==> config.mk <==
export PLATFORM = sky130hd
export DESIGN_NAME = spi_nor_flash_command_sequencer_core_flat
export DESIGN_NICKNAME = d
export VERILOG_FILES = /design/src/rtl/snfcs_pkg.sv /design/src/rtl/snfcs_if.sv /design/src/rtl/snfcs_front.sv /design/src/rtl/snfcs_back.sv /design/src/rtl/spi_nor_flash_command_sequencer_core.sv /design/src/flat_wrapper.sv
export SDC_FILE = /design/constraint.sdc
export NUM_CORES = 1
export LEC_CHECK = 0
export BUFFER_PORTS_ARGS = -buffer_cell sky130_fd_sc_hd__buf_2
export CORE_ASPECT_RATIO = 1.1
export CORE_MARGIN = 2
export CORE_UTILIZATION = 25
export CTS_CLUSTER_SIZE = 12
export DETAILED_ROUTE_END_ITERATION = 10
export MAX_ROUTING_LAYER = met4
export PLACE_DENSITY_LB_ADDON = 0.15
export SLEW_MARGIN = 5
export SYNTH_ARGS = -nofsm -noshare
export SYNTH_HDL_FRONTEND = slang
export SYNTH_SLANG_ARGS = --single-unit
==> constraint.sdc <==
create_clock -name clk -period 5.33 [get_ports clk]
set_input_delay 1.599 -clock clk [delete_from_list [all_inputs] [get_ports clk]]
set_output_delay 1.599 -clock clk [all_outputs]
set_load 0.01 [all_outputs]
==> src/rtl/snfcs_pkg.sv <==
package snfcs_pkg;

  typedef enum logic [3:0] {
    K_READ   = 4'd0,
    K_FREAD  = 4'd1,
    K_PROG   = 4'd2,
    K_ERASE  = 4'd3,
    K_ID     = 4'd4,
    K_STATUS = 4'd5,
    K_RESET  = 4'd6,
    K_REPLY  = 4'd7,
    K_DATA   = 4'd8
  } kind_t;

  typedef enum logic [4:0] {
    PH_IDLE, PH_HDR, PH_RDATA, PH_NEED, PH_PDATA, PH_WREN, PH_POLLCMD,
    PH_POLLBYTE, PH_WRDI, PH_ID, PH_STCMD, PH_STBYTE, PH_RSTEN, PH_RST
  } phase_t;

  localparam logic [7:0] OP_READ  = 8'h03;
  localparam logic [7:0] OP_FREAD = 8'h0B;
  localparam logic [7:0] OP_PROG  = 8'h02;
  localparam logic [7:0] OP_ERASE = 8'h20;
  localparam logic [7:0] OP_WREN  = 8'h06;
  localparam logic [7:0] OP_WRDI  = 8'h04;
  localparam logic [7:0] OP_RDSR  = 8'h05;
  localparam logic [7:0] OP_RDID  = 8'h9F;
  localparam logic [7:0] OP_RSTEN = 8'h66;
  localparam logic [7:0] OP_RST   = 8'h99;
  localparam logic [7:0] FILLER   = 8'hFF;

  typedef struct packed {
    logic [3:0]  kind;
    logic [23:0] address;
    logic [24:0] length;
    logic [7:0]  write_byte;
    logic [7:0]  reply_byte;
  } item_t;

  typedef struct packed {
    logic        spi_valid;
    logic [7:0]  spi_byte;
    logic        frame_end;
    logic        read_valid;
    logic [23:0] read_data;
    logic        need_data;
    logic        done_res;
    logic        last;
  } res_t;

  typedef struct packed {
    logic  req;
    logic  reply;
    logic  data;
    item_t it;
  } cls_t;

endpackage

==> src/rtl/snfcs_if.sv <==
interface snfcs_in_if import snfcs_pkg::*; ();
  logic  valid;
  logic  ready;
  item_t data;
  modport source (output valid, output data, input ready);
  modport sink (input valid, input data, output ready);
endinterface

interface snfcs_out_if import snfcs_pkg::*; ();
  logic valid;
  logic ready;
  res_t data;
  modport source (output valid, output data, input ready);
  modport sink (input valid, input data, output ready);
endinterface

==> src/rtl/snfcs_front.sv <==
module snfcs_front import snfcs_pkg::*; (
  input  logic  clk,
  input  logic  rst_n,
  input  logic  in_valid,
  output logic  in_ready,
  input  item_t in_data,
  output logic  q_valid,
  input  logic  q_ready,
  output cls_t  q_data
);

  cls_t       mem_r [4];
  logic [1:0] wp_r, rp_r;
  logic [2:0] cnt_r;
  logic       push, pop;
  cls_t       c;

  always_comb begin
    c.it    = in_data;
    c.req   = in_data.kind <= K_RESET;
    c.reply = in_data.kind == K_REPLY;
    c.data  = in_data.kind == K_DATA;
  end

  assign in_ready = cnt_r != 3'd4;
  assign push     = in_valid && in_ready && (c.req || c.reply || c.data);
  assign q_valid  = cnt_r != 3'd0;
  assign pop      = q_valid && q_ready;
  assign q_data   = mem_r[rp_r];

  always_ff @(posedge clk) begin
    if (push) mem_r[wp_r] <= c;
  end

  always_ff @(posedge clk) begin
    if (!rst_n) begin
      wp_r <= '0; rp_r <= '0; cnt_r <= '0;
    end else begin
      if (push) wp_r <= wp_r + 2'd1;
      if (pop) rp_r <= rp_r + 2'd1;
      cnt_r <= cnt_r + {2'd0, push} - {2'd0, pop};
    end
  end

endmodule

==> src/rtl/snfcs_back.sv <==
module snfcs_back import snfcs_pkg::*; #(
  parameter int PAGE_BYTES   = 256,
  parameter int SECTOR_BYTES = 4096,
  parameter int ADDRESS_BITS = 24
) (
  input  logic clk,
  input  logic rst_n,
  input  logic q_valid,
  output logic q_ready,
  input  cls_t q_data,
  output logic out_valid,
  input  logic out_ready,
  output res_t out_data
);

  localparam int PB = $clog2(PAGE_BYTES);
  localparam int SB = $clog2(SECTOR_BYTES);
  localparam logic [23:0] AMASK = 24'((33'd1 << ADDRESS_BITS) - 33'd1);

  phase_t      ph_r, ph_nxt;
  logic [3:0]  op_r, op_nxt;
  logic [23:0] ca_r, ca_nxt;
  logic [24:0] bl_r, bl_nxt;
  logic [10:0] cl_r, cl_nxt;
  logic [2:0]  hi_r, hi_nxt;
  logic [23:0] id_r, id_nxt;
  logic [23:0] sn_r, sn_nxt, sf_r, sf_nxt;

  res_t        o0_r, o1_r;
  logic [1:0]  oc_r;
  res_t        r0, r1;
  logic [1:0]  n;
  logic        take;

  assign q_ready   = oc_r == 2'd0 || (oc_r == 2'd1 && out_ready);
  assign take      = q_valid && q_ready;
  assign out_valid = oc_r != 2'd0;
  assign out_data  = o0_r;

  function automatic res_t spi(input logic [7:0] b, input logic e);
    res_t r;
    r = '0; r.spi_valid = 1'b1; r.spi_byte = b; r.frame_end = e;
    return r;
  endfunction

  function automatic res_t rd(input logic [23:0] v);
    res_t r;
    r = '0; r.read_valid = 1'b1; r.read_data = v;
    return r;
  endfunction

  function automatic res_t dn();
    res_t r;
    r = '0; r.done_res = 1'b1;
    return r;
  endfunction

  function automatic res_t nd();
    res_t r;
    r = '0; r.need_data = 1'b1;
    return r;
  endfunction

  function automatic logic [7:0] hdr_byte(input logic [2:0] i, input logic [3:0] op,
                                          input logic [23:0] a);
    logic [7:0] b;
    unique case (i)
      3'd0: b = op == K_READ ? OP_READ : op == K_FREAD ? OP_FREAD :
                op == K_PROG ? OP_PROG : OP_ERASE;
      3'd1: b = a[23:16];
      3'd2: b = a[15:8];
      3'd3: b = a[7:0];
      default: b = 8'h00;
    endcase
    return b;
  endfunction

  function automatic logic hdr_end(input logic [2:0] i, input logic [3:0] op,
                                   input logic [24:0] bl);
    logic fin;
    fin = ({1'b0, i} + 4'd1) == (op == K_FREAD ? 4'd5 : 4'd4);
    return fin && (op == K_ERASE || (op <= K_FREAD && bl == '0));
  endfunction

  logic [23:0] addr_m, ca_p1, room_a;
  logic [25:0] endsum;
  logic [23:0] endc;
  logic [10:0] room;
  logic [2:0]  hlen;
  logic [7:0]  rb;
  cls_t        d;

  always_comb begin
    d      = q_data;
    rb     = d.it.reply_byte;
    addr_m = d.it.address & AMASK;
    endsum = {2'b0, addr_m} + {1'b0, d.it.length} - 26'd1;
    endc   = endsum > {2'b0, AMASK} ? AMASK : endsum[23:0];
    ca_p1  = (ca_r + 24'd1) & AMASK;
    hlen   = op_r == K_FREAD ? 3'd5 : 3'd4;
  end

  always_comb begin
    ph_nxt = ph_r; op_nxt = op_r; ca_nxt = ca_r; bl_nxt = bl_r; cl_nxt = cl_r;
    hi_nxt = hi_r; id_nxt = id_r; sn_nxt = sn_r; sf_nxt = sf_r;
    r0 = '0; r1 = '0; n = 2'd0;
    room_a = '0; room = '0;
    if (take) begin
      if (d.req && ph_r == PH_IDLE) begin
        op_nxt = d.it.kind;
        n = 2'd1;
        unique case (d.it.kind)
          K_READ, K_FREAD: begin
            ca_nxt = addr_m; bl_nxt = d.it.length; hi_nxt = '0;
            r0 = spi(hdr_byte(3'd0, d.it.kind, addr_m),
                     hdr_end(3'd0, d.it.kind, d.it.length));
            ph_nxt = PH_HDR;
          end
          K_PROG: begin
            ca_nxt = addr_m; bl_nxt = d.it.length;
            if (d.it.length == '0) r0 = dn();
            else begin
              room = 11'(PAGE_BYTES) - 11'(addr_m[PB-1:0]);
              cl_nxt = d.it.length < 25'(room) ? d.it.length[10:0] : room;
              r0 = spi(OP_WREN, 1'b1); ph_nxt = PH_WREN;
            end
          end
          K_ERASE: begin
            if (d.it.length == '0) r0 = dn();
            else begin
              sn_nxt = addr_m >> SB; sf_nxt = endc >> SB;
              ca_nxt = 24'((addr_m >> SB) << SB) & AMASK;
              r0 = spi(OP_WREN, 1'b1); ph_nxt = PH_WREN;
            end
          end
          K_ID: begin
            id_nxt = '0; hi_nxt = '0; r0 = spi(OP_RDID, 1'b0); ph_nxt = PH_ID;
          end
          K_STATUS: begin r0 = spi(OP_RDSR, 1'b0); ph_nxt = PH_STCMD; end
          default: begin r0 = spi(OP_RSTEN, 1'b0); ph_nxt = PH_RSTEN; end
        endcase
      end else if (d.data && ph_r == PH_NEED) begin
        n = 2'd1; r0 = spi(d.it.write_byte, cl_r == 11'd1); ph_nxt = PH_PDATA;
      end else if (d.reply && ph_r != PH_IDLE && ph_r != PH_NEED) begin
        n = 2'd1;
        unique case (ph_r)
          PH_HDR: begin
            if (hi_r + 3'd1 < hlen) begin
              hi_nxt = hi_r + 3'd1;
              r0 = spi(hdr_byte(hi_nxt, op_r, ca_r), hdr_end(hi_nxt, op_r, bl_r));
            end else if (op_r <= K_FREAD) begin
              if (bl_r != '0) begin
                r0 = spi(FILLER, bl_r == 25'd1); ph_nxt = PH_RDATA;
              end else begin r0 = dn(); ph_nxt = PH_IDLE; end
            end else if (op_r == K_PROG) begin
              r0 = nd(); ph_nxt = PH_NEED;
            end else begin r0 = spi(OP_RDSR, 1'b0); ph_nxt = PH_POLLCMD; end
          end
          PH_RDATA: begin
            n = 2'd2; r0 = rd({16'd0, rb});
            bl_nxt = bl_r - 25'd1; ca_nxt = ca_p1;
            if (bl_nxt != '0) r1 = spi(FILLER, bl_nxt == 25'd1);
            else begin r1 = dn(); ph_nxt = PH_IDLE; end
          end
          PH_PDATA: begin
            cl_nxt = cl_r - 11'd1; bl_nxt = bl_r - 25'd1; ca_nxt = ca_p1;
            if (cl_nxt != '0) begin r0 = nd(); ph_nxt = PH_NEED; end
            else begin r0 = spi(OP_RDSR, 1'b0); ph_nxt = PH_POLLCMD; end
          end
          PH_WREN: begin
            hi_nxt = '0; r0 = spi(hdr_byte(3'd0, op_r, ca_r), hdr_end(3'd0, op_r, bl_r));
            ph_nxt = PH_HDR;
          end
          PH_POLLCMD: begin r0 = spi(FILLER, 1'b1); ph_nxt = PH_POLLBYTE; end
          PH_POLLBYTE: begin
            if (rb[0]) begin r0 = spi(OP_RDSR, 1'b0); ph_nxt = PH_POLLCMD; end
            else begin r0 = spi(OP_WRDI, 1'b1); ph_nxt = PH_WRDI; end
          end
          PH_WRDI: begin
            if (op_r == K_PROG && bl_r != '0) begin
              room = 11'(PAGE_BYTES) - 11'(ca_r[PB-1:0]);
              cl_nxt = bl_r < 25'(room) ? bl_r[10:0] : room;
              r0 = spi(OP_WREN, 1'b1); ph_nxt = PH_WREN;
            end else if (op_r == K_ERASE && sn_r < sf_r) begin
              sn_nxt = sn_r + 24'd1;
              room_a = 24'((sn_nxt << SB) & {8'd0, AMASK});
              ca_nxt = room_a;
              r0 = spi(OP_WREN, 1'b1); ph_nxt = PH_WREN;
            end else begin r0 = dn(); ph_nxt = PH_IDLE; end
          end
          PH_ID: begin
            if (hi_r != '0) id_nxt = {id_r[15:0], rb};
            if (hi_r >= 3'd3) begin
              n = 2'd2; r0 = rd(id_nxt); r1 = dn(); ph_nxt = PH_IDLE;
            end else begin
              hi_nxt = hi_r + 3'd1; r0 = spi(FILLER, hi_nxt == 3'd3);
            end
          end
          PH_STCMD: begin r0 = spi(FILLER, 1'b1); ph_nxt = PH_STBYTE; end
          PH_STBYTE: begin n = 2'd2; r0 = rd({16'd0, rb}); r1 = dn(); ph_nxt = PH_IDLE; end
          PH_RSTEN: begin r0 = spi(OP_RST, 1'b1); ph_nxt = PH_RST; end
          PH_RST: begin r0 = dn(); ph_nxt = PH_IDLE; end
          default: n = 2'd0;
        endcase
      end
      if (n == 2'd1) r0.last = 1'b1;
      if (n == 2'd2) r1.last = 1'b1;
    end
  end

  always_ff @(posedge clk) begin
    if (!rst_n) begin
      ph_r <= PH_IDLE; op_r <= '0; ca_r <= '0; bl_r <= '0; cl_r <= '0;
      hi_r <= '0; id_r <= '0; sn_r <= '0; sf_r <= '0; oc_r <= '0;
    end else begin
      ph_r <= ph_nxt; op_r <= op_nxt; ca_r <= ca_nxt; bl_r <= bl_nxt; cl_r <= cl_nxt;
      hi_r <= hi_nxt; id_r <= id_nxt; sn_r <= sn_nxt; sf_r <= sf_nxt;
      if (take && n != 2'd0) begin
        oc_r <= n;
        o0_r <= r0;
        o1_r <= r1;
      end else if (out_valid && out_ready) begin
        oc_r <= oc_r - 2'd1;
        o0_r <= o1_r;
      end
    end
  end

endmodule

==> src/rtl/spi_nor_flash_command_sequencer_core.sv <==
// Path: a beat is stored in the input queue, then its result is registered in the result register.
// Throughput: one beat per cycle while results are accepted and each beat causes at most one result;
// a beat with two results holds the sequencer until the first of them is drained.
// The four-entry queue lets input beats land while results stall.
// Reset: synchronous active-low rst_n clears queue, sequencer and outputs to idle.
module spi_nor_flash_command_sequencer_core import snfcs_pkg::*; #(
  parameter int PAGE_BYTES   = 256,
  parameter int SECTOR_BYTES = 4096,
  parameter int ADDRESS_BITS = 24
) (
  input logic        clk,
  input logic        rst_n,
  snfcs_in_if.sink   in_ch,
  snfcs_out_if.source out_ch
);

  logic q_valid, q_ready;
  cls_t q_data;

  snfcs_front u_front (
    .clk, .rst_n,
    .in_valid(in_ch.valid), .in_ready(in_ch.ready), .in_data(in_ch.data),
    .q_valid, .q_ready, .q_data
  );

  snfcs_back #(
    .PAGE_BYTES(PAGE_BYTES), .SECTOR_BYTES(SECTOR_BYTES), .ADDRESS_BITS(ADDRESS_BITS)
  ) u_back (
    .clk, .rst_n, .q_valid, .q_ready, .q_data,
    .out_valid(out_ch.valid), .out_ready(out_ch.ready), .out_data(out_ch.data)
  );

endmodule

==> src/flat_wrapper.sv <==
// flat-port wrapper written by rule: the top's interface ports become plain ports
module spi_nor_flash_command_sequencer_core_flat import snfcs_pkg::*;
#(
  parameter int PAGE_BYTES   = 256,
  parameter int SECTOR_BYTES = 4096,
  parameter int ADDRESS_BITS = 24
)
  (clk, rst_n, in_ch_valid, in_ch_data, in_ch_ready, out_ch_valid, out_ch_data, out_ch_ready);
  snfcs_in_if in_ch_i ();
  snfcs_out_if out_ch_i ();
  input logic clk;
  input logic rst_n;
  input wire logic [$bits(in_ch_i.valid)-1:0] in_ch_valid;
  input wire logic [$bits(in_ch_i.data)-1:0] in_ch_data;
  output wire logic [$bits(in_ch_i.ready)-1:0] in_ch_ready;
  output wire logic [$bits(out_ch_i.valid)-1:0] out_ch_valid;
  output wire logic [$bits(out_ch_i.data)-1:0] out_ch_data;
  input wire logic [$bits(out_ch_i.ready)-1:0] out_ch_ready;
  assign in_ch_i.valid = in_ch_valid;
  assign in_ch_i.data = in_ch_data;
  assign in_ch_ready = in_ch_i.ready;
  assign out_ch_valid = out_ch_i.valid;
  assign out_ch_data = out_ch_i.data;
  assign out_ch_i.ready = out_ch_ready;
  spi_nor_flash_command_sequencer_core #(.PAGE_BYTES(PAGE_BYTES), .SECTOR_BYTES(SECTOR_BYTES), .ADDRESS_BITS(ADDRESS_BITS)) u_core (.clk(clk), .rst_n(rst_n), .in_ch(in_ch_i), .out_ch(out_ch_i));
endmodule
Word-level counts from Yosys, hierarchy flattened. Memory sizes are Yosys's and may differ from the RTL's. A register that Yosys moved wholly into a read port is not among the register bits. Index checks and enable logic that the tools add are counted.

$add $sub $neg: 15. Eq/ne operators: 56. Bitwise logic cells: 3. Reductions and logical operators: 69. Order comparisons: 9. Muxes and demuxes: 108.

Operator list (count): $mux W38 (16); $mux W24 (21); $pmux W38 S10 (1); $pmux W38 S4 (1); $mux W25 (5); $pmux W38 S3 (1); $pmux W24 S2 (2); $mux W11 (8); $pmux W5 S11 (1); $eq A25 B1 Y1 const B (2); $logic_not A25 Y1 (2); $lt A25 B11 Y1 (2); $reduce_bool A25 Y1 (2); $add A24 B1 Y24 const B (2); $mux W5 (8); $pmux W8 S4 (1); $eq A5 B4 Y1 const B (6); $mux W3 (10); $mux W30 (1); $mux W6 (5); $add A24 B25 Y26 (1); $gt A26 B24 Y1 const B (1); $sub A26 B1 Y26 const B (1); $sub A25 B1 Y25 const B (1); 62 further kinds (159).

RAM bits: 288. Logic and storage cells: 290. Input port bits: 73. Output and inout port bits: 40. Memories kept: 1. Register bits: 217.

Memory list: u_core.u_front.mem_r (words 4, bits a word 72, read ports 1, clocked after Yosys merged registers in 1, write ports 1, line snfcs_front.sv:12) `cls_t mem_r [4];`.

Depth between registers and ports, before layout. Gate-level depths: netlist of run 1.

Depth in word-level cells: 13. Gate-level depth with buffers: 19. Depth with buffers taken out: 15.

Hierarchy. Synthesis of run 1 repeated with hierarchy kept, for this count alone.

Cells, all modules: 2130. Area, all modules: 23964.2 um^2.

Modules (own cells, without submodules): snfcs_back (seq. area each 3923.8 um^2, area an instance 13085.0 um^2, cells an instance 1700, instances 1); snfcs_front (seq. area each 8828.5 um^2, area an instance 10879.2 um^2, cells an instance 430, instances 1).

Worst setup path before layout of run 1. No wires, ideal clock.

Path type: input to register. Start point: input port in_ch_data[66]. End point: memory u_core.u_front.mem_r[0][0] in the netlist's numbering (enable). Data arrival time: 4083 ps. Data required time: 4892 ps. Stages: 3. Library setup time: 438 ps. Path buffers: 0. Setup slack: 809 ps. Cells stage by stage: nor4_1 -> o211a_1 -> and2_1.

Word-level cells in the longest chain between the ends: 6. Elaborated cells between the ends (all ways): 8. Classes of those cells: 1 x order compare; 2 x eq/ne; 2 x mux; 3 x reduce/logical.

RTL lines: from (decl) (line flat_wrapper.sv:14) `input wire logic [$bits(in_ch_i.data)-1:0] in_ch_data;`; $le A4 B3 Y1 / $eq A4 B3 Y1 (equally long branches) (line snfcs_front.sv:20, snfcs_front.sv:21); $logic_or A1 B1 Y1 (line snfcs_front.sv:26) `assign push = in_valid && in_ready && (c.req || c.reply || c.data);`; $logic_or A1 B1 Y1 (*) (line snfcs_front.sv:26); $logic_and A1 B1 Y1 (*) (line snfcs_front.sv:26); $mux W1 (*) (line snfcs_front.sv:32) `if (push) mem_r[wp_r] <= c;`; $mux W1 (implied by the code) (*) (line snfcs_front.sv:32); to (decl) (line snfcs_front.sv:12).

Every way passes the cells marked *; elsewhere a longest branch is shown, timed or not.

==> results of run 1 <==
-- layout by cell type (no fill, tap or decap), types with 8 or more instances in the layout --
cell                        count
sky130_fd_sc_hd__and2_1        22
sky130_fd_sc_hd__mux4_1        13
sky130_fd_sc_hd__a22oi_1       35
sky130_fd_sc_hd__a21oi_1      153
sky130_fd_sc_hd__clkbuf_1       9
sky130_fd_sc_hd__o21ai_1       10
sky130_fd_sc_hd__o31ai_1       16
sky130_fd_sc_hd__o22ai_1       12
sky130_fd_sc_hd__or3_1         12
sky130_fd_sc_hd__mux4_2        59
sky130_fd_sc_hd__dfxtp_1      140
sky130_fd_sc_hd__a21o_1        15
sky130_fd_sc_hd__nor3_1        46
sky130_fd_sc_hd__nand4_1       26
sky130_fd_sc_hd__o21ai_0      126
sky130_fd_sc_hd__nand2b_1       8
sky130_fd_sc_hd__nand3_1       58
sky130_fd_sc_hd__buf_4         42
sky130_fd_sc_hd__ha_1         103
sky130_fd_sc_hd__a211oi_1      16
sky130_fd_sc_hd__clkinv_1       9
sky130_fd_sc_hd__xnor2_1       42
sky130_fd_sc_hd__a31oi_1       21
sky130_fd_sc_hd__edfxtp_1     330
sky130_fd_sc_hd__nor4_1        17
sky130_fd_sc_hd__o211ai_1      18
sky130_fd_sc_hd__nand2_1      198
sky130_fd_sc_hd__xor2_1        24
sky130_fd_sc_hd__inv_1        153
sky130_fd_sc_hd__nor2_1       153
sky130_fd_sc_hd__nor2b_1       10
sky130_fd_sc_hd__clkbuf_16     57
sky130_fd_sc_hd__and3_1        15
sky130_fd_sc_hd__or4_1          8
sky130_fd_sc_hd__a221oi_1       9
sky130_fd_sc_hd__mux2i_1       25
sky130_fd_sc_hd__buf_2        112
sky130_fd_sc_hd__o21a_1        15
sky130_fd_sc_hd__nor4b_1        9
-- metal layers --
layer | vias to the layer above | track usage | wire [um]
li1 | 8384 | - | -
met5 | - | - | 0
met3 | 96 | 0.0204 | 3090
met2 | 412 | 0.246 | 36300
met4 | 0 | 0.0375 | 1550
met1 | 9005 | 0.208 | 35500
-- power by group --
part	internal, mW	leakage [nW]	switching (mW)
Sequential	4.37	4.16	0.406
Combinational	3.29	4.98	6.09
Clock	2.24	0.877	1.57
Total	9.90	10.0	8.07
-- path summary, 6_finish.rpt --
path                            slack [ps]                             endpoint  cells after the start
worst max-delay path                   880   u_core.u_back.cl_r[2]$_SDFFE_PN0P_                     13
worst max register to register         880   u_core.u_back.cl_r[2]$_SDFFE_PN0P_                     13
worst min register to register         470  u_core.u_back.sn_r[23]$_SDFFE_PN0P_                      1
worst min-delay path                   470  u_core.u_back.sn_r[23]$_SDFFE_PN0P_                      1
-- area by class of cell --
cell class,count,area [um2]
Multi-Input combinational cell,1438,10500
Clock inverter,31,313
Clock buffer,69,1500
Inverter,155,583
Antenna cell,3,7.51
Fill cell,10200,68700
Sequential cell,472,12800
Timing Repair Buffer,159,976
Tap cell,1281,1600
-- stage by stage --
step | utilization | power, mW | cell area, um2 | setup slack [ps] | cells
finish | 0.291 | 18.0 | 28200 | 877 | 3608
global route | 0.291 | 19.2 | 28200 | 530 | 3608
CTS | 0.291 | 18.1 | 28200 | 809 | 3605
detailed placement | 0.272 | 14.2 | 26400 | 836 | 3505
global placement | 0.272 | 14.2 | 26400 | 710 | 3505
floorplan | - | 11.1 | 24400 | 809 | 2188
-- registers in the layout, summed over array words and instances (netlist names), 3 cells and up, named ones only --
signal and cells:
u_core.u_back.out_data 38, u_core.u_back.cl_r 11, u_core.u_front.mem_r 288, u_core.u_back.bl_r 25
u_core.u_back.o1_r 4, u_core.u_back.hi_r 3, u_core.u_back.ph_r 4, u_core.u_back.sn_r 24
u_core.u_back.op_r 4, u_core.u_front.cnt_r 3, u_core.u_back.id_r 24, u_core.u_back.ca_r 24
u_core.u_back.sf_r 12
-- critical path, delay by kind of cell (launching register included) --
| kind | cells | cell delay, ps |
|---|---|---|
| fa+ha+maj | 2 | 630 |
| xor+xnor | 1 | 160 |
| mux | 2 | 1110 |
| flops | 1 | 600 |
| buf+inv | 1 | 240 |
| compound gates | 5 | 810 |
| simple gates | 2 | 830 |
-- logic make-up after synthesis --
| logic type | share of synthesized area |
|---|---|
| DFF | 0.523 |
| buffers and inverters | 0.0484 |
| AOI/OAI and AO/OA | 0.140 |
| adders and majority gates | 0.0545 |
| xor gates and xnor gates | 0.0237 |
| and+or+nand+nor | 0.129 |
| muxes | 0.0815 |
==> results.md, run 1 <==
- Summed over all instances, the cell type with the most area after synthesis is sky130_fd_sc_hd__edfxtp_1.
- Of all flip-flops after synthesis, the portion carrying an async set or reset was 0.
- Setup repair after global routing left no endpoint under its margin.
- Detailed placement ended at an HPWL of 54900 um.
- The share of the synthesized area in the top cell type is 0.406.
- The worst slew slack as a fraction of its limit is 0.271.
- At the later pin of the worst-skew pair, clock insertion delay measures 640 ps.
- The root buffer cell chosen for the clock tree is sky130_fd_sc_hd__clkbuf_16.
- The synthesized area is 0.0244 mm2.
- The wire length of the first global-routing pass is 116000 um.
- After detailed routing, the average wire length per cell comes to 21.2 um.
- The kind of critical path is reg2reg.
- The placeable core region is 0.0970 mm2.
- The number of max-slew violations in the final report is 0.
- The placer congestion estimate is 0.892.
- The detail route stage leaves a number of antenna-violating nets equal to 0.
- Entering global routing, the biggest net connects 61 pins.
- The y dimension of the die is 332 um.
- The per-cell via count in the routed design is 4.96.
- VDD sags by at most 0.000370 V.
- Sorting the synthesized cells by how often they occur yields sky130_fd_sc_hd__edfxtp_1, sky130_fd_sc_hd__nand2_1, sky130_fd_sc_hd__a21oi_1, sky130_fd_sc_hd__nor2_1, sky130_fd_sc_hd__inv_1.
- Adding up every negative setup slack in the final design gives 0 ps.
- For this run, the total global-route usage over all layers was measured as 0.155.
- The maximum number of buffers from clock root to sink is 3.
- The routed layout has 17.9k vias.
- The initial DRC count is 1286.
- Sorting the synthesized cells by area gives the leading types as sky130_fd_sc_hd__edfxtp_1, sky130_fd_sc_hd__dfxtp_1, sky130_fd_sc_hd__mux4_2, sky130_fd_sc_hd__ha_1, sky130_fd_sc_hd__a21oi_1.
- The clock sink count is 472.
- The area of the die is 0.100 mm2.
- Among all flip-flop cells after synthesis, the most frequent one is sky130_fd_sc_hd__edfxtp_1.
- For this configuration, the core starts out at a cell density of 0.251.
- The hold path startpoint is u_core.u_back.sn_r[23]$_SDFFE_PN0P_.
- The share of final-layout standard cells stronger than drive strength 1 is 0.155.
- The initial antenna violation count came to 4.
- The number of nets in the synthesized netlist is 2366.
- Summed over all layers, the global routing overflow is 0.
- The leakage power of the design is 10.0 nW.
- A synthesized cell averages 11.1 um2.
- The sequential cell area fraction in the yosys report is 0.523.
- After technology mapping, the gate count stands at 2188.
- The number of levels in the clock H-tree is 2.
- The arrival time at the worst endpoint is 4960 ps.
- The number of hold buffers added after CTS was 0.
- The final worst clock skew is 49.0 ps.
- The floorplan step set the die width to 302 um.
- The endpoint kind of the worst setup timing path is a flop.
- The startpoint type of the worst setup path is a flop.
- Data on the critical path is required at its endpoint by 5840 ps.
- The post-cts sizing count is 0.
- The highest clock frequency the design can meet is 225 MHz.
- The path type of the worst min-delay path is reg2reg.
- On the worst path, the slowest cell contributes a delay of 750 ps.
- After clock tree synthesis, the clock-pin slew on the worst setup and hold paths is 60 ps.
- Of all nets on the critical path, the largest fanout is 21.
- The ratio of total power to cell area is 637 mW/mm2.
- The slowest stage of the critical path is the sky130_fd_sc_hd__mux4_1 cell.
- The count of port buffers added during placement is 112.
- TritonCTS built the clock tree.
- The number of warnings reported in the yosys synthesis log is 0.
- At the pin with the least slew margin, the transition time is 1080 ps.
- The hold slack is 466 ps.
- Walking the worst path, the cells encountered are mux4_1 > inv_1 > ha_1 > and3_1 > xnor2_1 > ha_1 > o21a_1 > o2111ai_1 > a21oi_1 > or4_4 > mux2i_1 > a21oi_1 > o31ai_2.
- The overall routed net length is 76400 um.
- Clock tree synthesis inserted a total of 55 buffers.
- The first detailed-routing pass took 6 iterations.
- The DRC violations left is 0.
- The most frequent cell after synthesis is sky130_fd_sc_hd__edfxtp_1.
- The final layout contains 2459 nets.
- The run finished with clean final reports.
- The minimum period implied by the final worst setup slack is 4450 ps.
- The distinct cell type count after synthesis is 97.
- Row generation in the floorplan step produced 120 rows.
- Compared with the post-synthesis result, the final layout area differs by 15.8%.
- The number of enable-type register cells in the synthesized netlist is 330.
- The final critical-path share of the clock period is 0.835.
- In this run, synthesis produced a sequential element count of 472.
- The number of global-route vias before repair is 17.9k.
- The final-report hold violation count is 0.
- The post-CTS setup repair buffer count is 0.
- The number of max-cap violations is 0.
- During I/O placement, the number of pins put on the boundary was 113.
- The count of final setup violators is 0.
(Power assumes the default switching activity.)
==> inputs of run 2 (changes only) <==
==> constraint.sdc (replaced) <==
create_clock -name clk -period 3.9 [get_ports clk]
set_input_delay 1.17 -clock clk [delete_from_list [all_inputs] [get_ports clk]]
set_output_delay 1.17 -clock clk [all_outputs]
set_load 0.01 [all_outputs]
==> results.md, run 2 (same netlist as run 1, synthesis figures left out) <==
- The maximum number of buffers from clock root to sink is 3 (unchanged).
- The highest ir drop seen on vdd was 0.000431 V (+16%).
- The library cells used most frequently in the layout, excluding fill and tap cells, are sky130_fd_sc_hd__edfxtp_1, sky130_fd_sc_hd__nand2_1, sky130_fd_sc_hd__buf_4.
- The maximum number of pins on one net before global-route repair was 61 (unchanged).
- The final standard cell area without fillers was 0.0296 mm2 (+4.9%).
- The path type of the worst min-delay path is reg2reg.
- The number of antenna-violating nets in the routed design was 0 (unchanged).
- The final worst clock skew is 29.8 ps (-19.2 ps).
- The startpoint type of the worst setup path is a flop.
- The cell area after placement came to 0.0274 mm2 (+3.5%).
- Leaving out fill and tap cells, the most frequent cell in the layout is sky130_fd_sc_hd__edfxtp_1.
- The y dimension of the die came to 332 um (unchanged).
- The peak fanout along the critical path is 5 (-76%).
- The total global routing overflow came to 0 (unchanged).
- The post-route worst setup slack was 71.6 ps (-806 ps).
- The number of max-cap violations is 0 (unchanged).
- The number of max-slew violations in the final report is 0 (unchanged).
- The final critical-path share of the clock period is 0.982 (+0.146).
- The initial core utilization is 0.251 (unchanged).
- The detailed-routing iteration count for the pre-antenna-repair pass is 5 (-1).
- The global routing usage summed across all routing layers came to 0.157 (+0.00196).
- The die extent in x came to 302 um (unchanged).
- The number of buffers added by the clock tree synthesis step was 54 (-1.8%).
- The total half-perimeter wirelength after legalization and detailed placement is 55800 um (+1.7%).
- The initial DRC count is 1227 (-4.6%).
- The highest clock frequency the design can meet is 261 MHz (+16%).
- The worst setup path is of the reg2reg kind.
- Compared with the post-synthesis result, the final layout area differs by 21.5%.
- The clock edge transition at the registers on the reported setup and hold paths came to 60 ps (about the same).
- The count of final setup violators came to 0 (unchanged).
- The count of port buffers added during placement is 112 (unchanged).
- The floorplan row count was 120 (unchanged).
- The number of flip-flops under the largest register name is 288 (unchanged).
- The per-cell via count in the routed design was 4.87 (-1.9%).
- TritonCTS built the clock tree.
- The placer congestion estimate is 0.897 (+0.53%).
- The total vias in the final route was 18.2k (+1.8%).
- The final-report hold violation count came to 0 (unchanged).
- The largest register by flop count is u_core.u_front.mem_r.
- The worst slew slack as a fraction of its limit is 0.314 (+0.0430).
- The clock latency reported for the late side of the worst-skew pair came to 620 ps (-20 ps).
- The number of top-level design ports is 113 (unchanged).
- The area of the die was 0.100 mm2 (unchanged).
- The flow ran to the end, and the final reports show no timing, DRC or antenna violations.
- The leakage power of the design is 10.7 nW (+6.5%).
- The net count of the finished layout is 2595 (+5.5%).
- The final cell utilization of the core is 0.305 (+0.0143).
- The wire length per cell was 20.7 um (-2.2%).
- The share of final-layout standard cells stronger than drive strength 1 was 0.226 (+0.0713).
- The ratio of total power to cell area is 878 mW/mm2 (+38%).
- The CTS root buffer is sky130_fd_sc_hd__clkbuf_16.
- The minimum period implied by the final worst setup slack came to 3830 ps (-624 ps).
- The number of levels in the clock H-tree came to 2 (unchanged).
- The number of global-route vias before repair is 18.5k (+3.0%).
- The arrival time at the worst endpoint is 4320 ps (-640 ps).
- The required time of the critical path is 4390 ps (-1450 ps).
- The worst setup path is captured at a flop.
- The setup slack after placement came to -122 ps (-958 ps).
- The initial antenna violation count is 5 (+1).
- The wire length of the first global-routing pass came to 117000 um (+0.98%).
- The clock sink count is 472 (unchanged).
- The overall routed net length is 77500 um (+1.4%).
- Setup repair after global routing could not meet its margin everywhere.
- The slew at the pin with the worst max-slew slack is 1020 ps (-64.0 ps).
- The DRC violations left is 0 (unchanged).
- The placeable core region is 0.0970 mm2 (unchanged).
## run 2: cell types whose count changed in the layout (fill, tap and decap cells not counted), sizes merged
cell    change
clkinv      +2
diode       -1
nor2        +1
buf       +136
inv         -2
bufinv      -2
clkbuf      -1
## run 2: worst paths after layout
kind                                       startpoint                                  end  slack, ps  depth (start not counted)
setup / recovery                                 flop   u_core.u_back.sf_r[6]$_SDFFE_PN0P_         70                         16
hold / removal    u_core.u_back.sn_r[21]$_SDFFE_PN0P_  u_core.u_back.sn_r[21]$_SDFFE_PN0P_        460                          1
setup reg to reg                                 flop   u_core.u_back.sf_r[6]$_SDFFE_PN0P_         70                         16
hold reg to reg   u_core.u_back.sn_r[21]$_SDFFE_PN0P_  u_core.u_back.sn_r[21]$_SDFFE_PN0P_        460                          1
## run 2: worst max-delay path: stages, from the launching register on
cell and delay, ps:
sky130_fd_sc_hd__dfxtp_4 390, sky130_fd_sc_hd__buf_12 120, sky130_fd_sc_hd__buf_4 110, sky130_fd_sc_hd__buf_12 100, sky130_fd_sc_hd__mux4_2 570, sky130_fd_sc_hd__inv_2 120, sky130_fd_sc_hd__ha_1 240, sky130_fd_sc_hd__inv_1 70
sky130_fd_sc_hd__ha_1 200, sky130_fd_sc_hd__o21ai_1 100, sky130_fd_sc_hd__o21bai_1 170, sky130_fd_sc_hd__a21oi_1 130, sky130_fd_sc_hd__or4b_2 640, sky130_fd_sc_hd__a21oi_1 310, sky130_fd_sc_hd__o22ai_1 160, sky130_fd_sc_hd__xor2_1 210
sky130_fd_sc_hd__a21oi_2 80
## run 2: timing repair
item	4_1_cts	5_1_grt
resized for setup	18	66
gates cloned	3	1
pin swaps	5	17
endpoints found under the setup margin	13	82
hold buffers	0	0
setup buffers	11	16
## run 2: layout make-up
class	instances	area [um2]
diodes	2	5.00
clock buffers	68	1420
clock inverters	29	249
fillers	10100	67400
inverters	155	583
multi-input cells	1439	10800
flip-flops and latches	472	12800
well taps	1281	1600
repair buffers	295	2230
## run 2: stage by stage
stage               power (mW)  setup TNS [ps]  instances  hold slack (ps)
floorplan                 15.2               0       2188              431
detailed placement        20.3           -1350       3611              448
global placement          20.4            -751       3611              446
global route              27.9           -1640       3741              475
finish                    26.0               0       3741              457
CTS                       25.6               0       3722              462
## run 2: power breakdown
part	internal, mW	leakage [nW]	switching (mW)
clock	2.78	0.814	2.14
combinational	5.77	5.69	8.91
sequential	5.98	4.16	0.448
total	14.5	10.7	11.5
## run 2: routing by layer
| metal | up-vias | track usage | share of wire |
|---|---|---|---|
| met5 | - | - | 0 |
| met4 | 0 | 0.0459 | 0.029 |
| met1 | 9034 | 0.201 | 0.45 |
| met3 | 122 | 0.0250 | 0.043 |
| li1 | 8634 | - | - |
| met2 | 422 | 0.253 | 0.48 |
